--- src/rtl/sorted_priority_queue_assert.svh ---
// assertion macros for the sorted priority queue
`ifndef SORTED_PRIORITY_QUEUE_ASSERT_SVH
`define SORTED_PRIORITY_QUEUE_ASSERT_SVH

// a condition that holds on every clock edge out of reset
`define SPQ_ASSERT_ALWAYS(label, clk, rst, cond, msg) \
   label: assert property (@(posedge clk) disable iff (rst) (cond)) else $error(msg);

// a trigger in one cycle implies a condition in the next
`define SPQ_ASSERT_NEXT(label, clk, rst, trig, cond, msg) \
   label: assert property (@(posedge clk) disable iff (rst) (trig) |=> (cond)) else $error(msg);

`endif

--- src/rtl/spq_pkg.sv ---
package spq_pkg;

   localparam int DATA_W = 32;
   localparam int OCC_W  = 5;

   typedef enum logic {
      CMD_ENQUEUE = 1'b0,
      CMD_DEQUEUE = 1'b1
   } cmd_type;

   typedef enum logic [1:0] {
      STATUS_OK    = 2'd0,
      STATUS_EMPTY = 2'd1,
      STATUS_FULL  = 2'd2
   } status_type;

   localparam logic [DATA_W-1:0] EMPTY_DATA = {DATA_W{1'b1}};
   localparam logic [DATA_W-1:0] ZERO_DATA  = '0;

   // what one cell shows its neighbors
   typedef struct packed {
      logic              valid;
      logic              ge;
      logic [DATA_W-1:0] data;
   } link_type;

   // the operation broadcast to every cell
   typedef struct packed {
      logic              step;
      cmd_type           cmd;
      logic [DATA_W-1:0] value;
   } op_type;

endpackage

--- src/rtl/sorted_priority_queue.sv ---
// sorted priority queue: holds up to DEPTH signed 32-bit values in ascending
// order in a row of cells, slot 0 always holding the smallest. an enqueue
// request inserts its value ahead of the first stored value greater than or
// equal to it; every cell compares the broadcast value with its own entry and
// either keeps it, takes the new value, or takes its left neighbor's entry, so
// all cells update at the same edge. a dequeue request returns slot 0 and
// every cell takes its right neighbor's entry. each request yields exactly one
// response carrying data_out, status, occupancy and queue_empty. a dequeue on
// an empty queue answers -1 with empty status; an enqueue into a full queue is
// dropped with full status and data 0. rate: one request per cycle while
// rsp_ready stays high; the single response register frees in the cycle its
// response is taken, so a new request is taken in that same cycle, and none is
// taken while a response waits for rsp_ready; the response is registered and
// appears in the cycle after its request is taken. the critical path is one
// 32-bit signed compare in each cell plus a four-way select, with req_value
// fanned out to all DEPTH cells. occupancy is reported modulo 32.
`include "sorted_priority_queue_assert.svh"

module sorted_priority_queue #(
   parameter int DEPTH = 16
) (
   input  logic                              clock,
   input  logic                              reset,
   input  logic                              req_valid,
   output logic                              req_ready,
   input  spq_pkg::cmd_type                  req_cmd,
   input  logic signed [spq_pkg::DATA_W-1:0] req_value,
   output logic                              rsp_valid,
   input  logic                              rsp_ready,
   output logic signed [spq_pkg::DATA_W-1:0] rsp_data_out,
   output spq_pkg::status_type               rsp_status,
   output logic [spq_pkg::OCC_W-1:0]         rsp_occupancy,
   output logic                              rsp_queue_empty
);
   import spq_pkg::*;

   localparam int CNT_W = $clog2(DEPTH + 1);

   // cell row and its neighbor links
   link_type           links [DEPTH];
   link_type           prev_links [DEPTH];
   link_type           next_links [DEPTH];
   logic [DEPTH-1:0]   valid_vec;
   op_type             op;

   // fill count
   logic [CNT_W-1:0]   count_ff;
   logic [CNT_W-1:0]   count_in;

   // response register
   logic               rsp_valid_ff;
   logic               rsp_valid_in;
   logic [DATA_W-1:0]  rsp_data_ff;
   logic [DATA_W-1:0]  rsp_data_in;
   status_type         rsp_status_ff;
   status_type         rsp_status_in;
   logic [CNT_W-1:0]   rsp_count_ff;

   logic               accept;
   logic               full;
   logic               empty;
   logic               change;
   logic [OCC_W+CNT_W-1:0] occ_wide;

   // response slot frees up as soon as the held response is taken
   assign req_ready = !rsp_valid_ff || rsp_ready;
   assign accept    = req_valid && req_ready;
   assign full      = valid_vec[DEPTH-1];
   assign empty     = !valid_vec[0];

   // cells only move on a request that actually changes the contents
   assign change   = accept && ((req_cmd == CMD_DEQUEUE) ? !empty : !full);
   assign op.step  = change;
   assign op.cmd   = req_cmd;
   assign op.value = req_value;

   genvar gi;
   generate
      for (gi = 0; gi < DEPTH; gi++) begin : g_cell
         if (gi == 0) begin : g_head
            assign prev_links[gi] = '0;
         end else begin : g_body
            assign prev_links[gi] = links[gi-1];
         end
         if (gi == DEPTH - 1) begin : g_tail
            assign next_links[gi] = '0;
         end else begin : g_mid
            assign next_links[gi] = links[gi+1];
         end

         spq_cell u_cell (
            .clock (clock),
            .reset (reset),
            .op    (op),
            .prev  (prev_links[gi]),
            .next  (next_links[gi]),
            .self  (links[gi])
         );

         assign valid_vec[gi] = links[gi].valid;
      end
   endgenerate

   // next count and response contents
   always_comb begin
      count_in      = count_ff;
      rsp_data_in   = ZERO_DATA;
      rsp_status_in = STATUS_OK;
      if (req_cmd == CMD_DEQUEUE) begin
         if (empty) begin
            rsp_data_in   = EMPTY_DATA;
            rsp_status_in = STATUS_EMPTY;
         end else begin
            rsp_data_in = links[0].data;
            count_in    = count_ff - CNT_W'(1);
         end
      end else begin
         if (full) begin
            rsp_status_in = STATUS_FULL;
         end else begin
            count_in = count_ff + CNT_W'(1);
         end
      end
   end

   always_comb begin
      rsp_valid_in = rsp_valid_ff;
      if (accept) begin
         rsp_valid_in = 1'b1;
      end else if (rsp_ready) begin
         rsp_valid_in = 1'b0;
      end
   end

   always_ff @(posedge clock) begin
      if (reset) begin
         count_ff     <= '0;
         rsp_valid_ff <= 1'b0;
      end else begin
         if (accept) begin
            count_ff <= count_in;
         end
         rsp_valid_ff <= rsp_valid_in;
      end
   end

   // response payload, loaded with each accepted request
   always_ff @(posedge clock) begin
      if (accept) begin
         rsp_data_ff   <= rsp_data_in;
         rsp_status_ff <= rsp_status_in;
         rsp_count_ff  <= count_in;
      end
   end

   // occupancy is the count taken modulo 32
   assign occ_wide = {{OCC_W{1'b0}}, rsp_count_ff};

   assign rsp_valid       = rsp_valid_ff;
   assign rsp_data_out    = $signed(rsp_data_ff);
   assign rsp_status      = rsp_status_ff;
   assign rsp_occupancy   = occ_wide[OCC_W-1:0];
   assign rsp_queue_empty = (rsp_count_ff == '0);

   // count tracks the occupied cells
   `SPQ_ASSERT_ALWAYS(a_count_matches_cells, clock, reset,
      $countones(valid_vec) == count_ff, "fill count differs from occupied cells")

   // occupied cells form an unbroken run from the head
   `SPQ_ASSERT_ALWAYS(a_cells_packed, clock, reset,
      ((valid_vec >> 1) & ~valid_vec) == '0, "gap in occupied cells")

   // a taken enqueue into a non-full queue grows the queue by one
   `SPQ_ASSERT_NEXT(a_enqueue_grows, clock, reset,
      accept && req_cmd == CMD_ENQUEUE && !full,
      count_ff == $past(count_ff) + CNT_W'(1), "enqueue did not grow the queue")

endmodule

--- src/rtl/spq_cell.sv ---
module spq_cell (
   input  logic              clock,
   input  logic              reset,
   input  spq_pkg::op_type   op,
   input  spq_pkg::link_type prev,
   input  spq_pkg::link_type next,
   output spq_pkg::link_type self
);
   import spq_pkg::*;

   logic              valid_ff;
   logic              valid_in;
   logic [DATA_W-1:0] data_ff;
   logic [DATA_W-1:0] data_in;
   logic              ge;

   // empty slot counts as greater, so a value above every entry lands in the first free cell
   assign ge = !valid_ff || ($signed(data_ff) >= $signed(op.value));

   always_comb begin
      valid_in = valid_ff;
      data_in  = data_ff;
      if (op.step) begin
         if (op.cmd == CMD_DEQUEUE) begin
            valid_in = next.valid;
            data_in  = next.data;
         end else if (prev.ge) begin
            valid_in = prev.valid;
            data_in  = prev.data;
         end else if (ge) begin
            valid_in = 1'b1;
            data_in  = op.value;
         end
      end
   end

   always_ff @(posedge clock) begin
      if (reset) begin
         valid_ff <= 1'b0;
      end else begin
         valid_ff <= valid_in;
      end
   end

   always_ff @(posedge clock) begin
      data_ff <= data_in;
   end

   assign self.valid = valid_ff;
   assign self.ge    = ge;
   assign self.data  = data_ff;

endmodule

--- config.mk ---
export PLATFORM = sky130hd
export DESIGN_NAME = sorted_priority_queue
export DESIGN_NICKNAME = d
export VERILOG_FILES = /design/src/rtl/spq_pkg.sv /design/src/rtl/sorted_priority_queue.sv /design/src/rtl/spq_cell.sv
export VERILOG_INCLUDE_DIRS = /design/src /design/src/rtl
export SDC_FILE = /design/constraint.sdc
export NUM_CORES = 2
export LEC_CHECK = 0
export BUFFER_PORTS_ARGS = -buffer_cell sky130_fd_sc_hd__buf_2
export CORE_UTILIZATION = 58
export DETAILED_ROUTE_END_ITERATION = 8
export GPL_ROUTABILITY_DRIVEN = 0
export HOLD_SLACK_MARGIN = 0.12
export PLACE_DENSITY_LB_ADDON = 0.05
export SLEW_MARGIN = 20
export SYNTH_ARGS = -nofsm -noshare
export SYNTH_HDL_FRONTEND = slang
export SYNTH_SLANG_ARGS = --single-unit
export TNS_END_PERCENT = 100
--- constraint.sdc ---
create_clock -name clock -period 5.6 [get_ports clock]
set_input_delay 1.12 -clock clock [delete_from_list [all_inputs] [get_ports clock]]
set_output_delay 1.12 -clock clock [all_outputs]
set_load 0.05 [all_outputs]
==> metrics.md <==
| Metric | Value |
|---|---|
| Library cell used as clock root buffer | clkbuf_16 |
| Final-stage net count | 3999 |
| Metal2 WL | 56730 um |
| DR vias | 30547 |
| Largest net degree at the start of global routing | 243 |
| Horizontal die dimension | 259.5 um |
| Post-Syn Instances | 3462 |
| Post-DRT Antenna Nets | 0 |
| Final cell utilization of the core | 64.72% |
| Boundary Pins | 79 |
| CTS tree | done |
| Clock sinks | 573 |
| Number of DRC markers after the initial detailed-route iteration | 3024 |
| Synth warnings | 0 |
| Synthesized cell area | 38450 um^2 |
| Max Used Layer | met4 |
| Asr flop ratio synth | 0% |
| Area of the core | 65630 um^2 |
| Number of unique standard cell types used by synthesis | 73 |
| CTS H-tree depth | 3 |
| Number of global-route vias before repair | 30264 |
| Clock latency of the later-clocked register in the worst-skew pair | 610 ps |
| Achievable Freq | 211.2 MHz |
| Final hold violations | 0 |
| Worst clock skew on the final layout | 20.85 ps |
| Flip-flop and latch count after synthesis | 573 |
| Commonest cells after routing, fill and taps aside | edfxtp_1, ha_1, a221o_1 |
| PwrDens | 284.6 nW/um^2 |
| Critical path type | input pin to flip-flop |
| Synth Net Count | 3981 |
| Critical path endpoint category | flip-flop |
| Post-synthesis area per instance | 11.11 um^2 |
| Number of buffers created by CTS | 68 |
| Drt first pass iters | 7 |
| Most frequent standard cell in the layout excluding fill and tap cells | edfxtp_1 |
| Final Critical Period | 4735 ps |
| Summed negative setup slack over all endpoints | 0 ps |
| CP max-delay cell | a2111oi_0 |
| Number of antenna violations at the first check in global routing | 1 |
| Resized Gates After CTS | 0 |
| Die ar. | 67330 um^2 |
| Pins over their slew limit | 0 |
| Detailed-route wire length | 117200 um |
| Max Cap Violations | 0 |
| Prevailing post-synth register cell | edfxtp_1 |
| Standard-cell row count | 94 |
| Slew at the pin with the worst max-slew slack | 1167 ps |
| Crit path cell chain | buf_2 > inv_1 > ha_1 > a21oi_1 > nor2_1 > a2111oi_0 > o31ai_1 > o21a_1 > a211oi_4 > nor2_2 > buf_4 > a21o_1 |
| Placed wire-length estimate after detailed placement | 86320 um |
| Aggregate global routing overflow | 0 |
| Clock transition at path regs | 60 ps |
| Number of remaining DRC errors | 0 |
| Maximum vdd ir drop | 0.2986 mV |
| Drt via density | 6.946 |
| P_leak | 17.05 nW |
| Launching element type of the critical path | input pin |
| Class of the tightest hold or removal check | flip-flop to flip-flop |
| Ratio of cells with drive above 1 in the final layout | 10.82% |
| Mean routed wirelength per cell | 26.66 um |
| Initial core utilization | 58.59% |
| Largest fanout on the critical path | 19 |
| Endpoint required time on the critical path | 5960 ps |
| Number of enable flip-flop cells after synthesis | 551 |
| Total Routing Usage GR | 34.47% |
| # port buffers | 78 |
| Number of buffers on the longest clock path | 3 |
| Final period utilization | 84.55% |
| Sequential-to-total area share from yosys stat | 44.18% |
| Endpoint arrival time on the critical path | 5100 ps |
| Run status | completed |
| Hold_buf cts | 0 |
| CP max stage delay | 750 ps |
| Routed met3 length | 7995 um |
| Layout overhead on the synthesized area | 10.46% |
| Setup violators final | 0 |
| Chip Height | 259.5 um |
| Metal1 wirelength | 47910 um |
| Wire length of the first global-routing pass | 179100 um |
| Setup repair after global routing missed its margin | false |
| Post-CTS Setup Repair Bufs | 0 |
| Slew headroom | 21.94% |
==> metal layers <==
layer | global-route usage, % | vias to the layer above
met4 | 13.87 | 0
met3 | 5.253 | 314
met2 | 57.64 | 1303
met1 | 44.77 | 15094
li1 | - | 13836
met5 | 0 | -
==> cell usage after synthesis, drive strengths merged, types with 89 or more instances <==
| cell type | number | area (um^2) |
|---|---|---|
| inv | 99 | 371.6 |
| nand2 | 240 | 900.9 |
| nand4 | 89 | 556.8 |
| edfxtp | 551 | 16550 |
| clkbuf | 176 | 660.6 |
| ha | 482 | 6031 |
| a221o | 291 | 2913 |
| o21ai | 163 | 815.8 |
| a21oi | 264 | 1321 |
| a21o | 104 | 780.8 |
| mux2i | 115 | 1151 |
| nor3b | 218 | 1662 |
| nor2 | 97 | 364.1 |
==> where the power goes <==
part	switching (mW)	internal [mW]	total [mW]
Sequential	0.259	5.09	5.35
Combinational	1.36	0.873	2.23
Clock	1.87	2.63	4.50
==> worst paths after layout <==
check                                    start                             to  slack [ps]  cells past startpoint
hold / removal                     count_ff[4]                    count_ff[4]         480                      2
setup / recovery                  req_value[9]  g_cell[12].u_cell.data_ff[23]         870                     12
hold reg to reg                    count_ff[4]                    count_ff[4]         480                      2
setup reg to reg  g_cell[11].u_cell.data_ff[9]  g_cell[12].u_cell.data_ff[23]        1490                     10
==> worst max-delay path: cells and delay by family <==
kind                       cells  cell delay [ps]
AOI/OAI and AO/OA              6             2300
adders and majority gates      1              400
buffers and inverters          3              840
and+or+nand+nor                2              430
==> metrics by stage <==
stage | hold WS [ps] | cell area [um^2] | setup slack (ps) | std cells | power (mW)
2_1_floorplan | 448.8 | 38460 | 16.99 | 3462 | 6.860
3_3_place_gp | 458.0 | 40170 | 398.9 | 4272 | 7.499
3_5_place_dp | 475.4 | 40250 | 317.1 | 4273 | 7.616
4_1_cts | 483.9 | 42430 | 936.7 | 4394 | 12.08
5_1_grt | 536.0 | 42460 | 698.9 | 4395 | 12.49
6_report | 476.8 | 42470 | 865.1 | 4398 | 12.09
==> cells by family (layout without fill, tap and decap cells) <==
group	count (synthesis)	count (layout)	synth area share (%)
XOR/XNOR	7	7	0.1595
AO/OA/AOI/OAI	1012	1012	19.29
flip-flops	573	573	44.18
AND/OR/NAND/NOR	898	898	13.13
multiplexers	148	148	3.960
adder cells (fa/ha/maj)	482	482	15.68
other	0	3	0
buffers and inverters	342	411	3.599
==> sequential cells by signal (all words and copies together), names as in the netlist <==
signal and flops:
g_cell.u_cell.data_ff 512, rsp_data_out 32, g_cell.u_cell.valid_ff 16, count_ff 5, rsp_occupancy 5, rsp_status 2
rsp_valid 1
==> layout make-up <==
cell class	count	area (um^2)
Antenna cell	3	7.507
Clock buffer	91	1882
Clock inverter	30	299.0
Fill cell	5135	23160
Inverter	100	376.6
Multi-Input combinational cell	2547	20400
Sequential cell	573	16990
Tap cell	864	1081
Timing Repair Buffer	190	1444
Note: power is estimated with default switching activity, not from simulation.
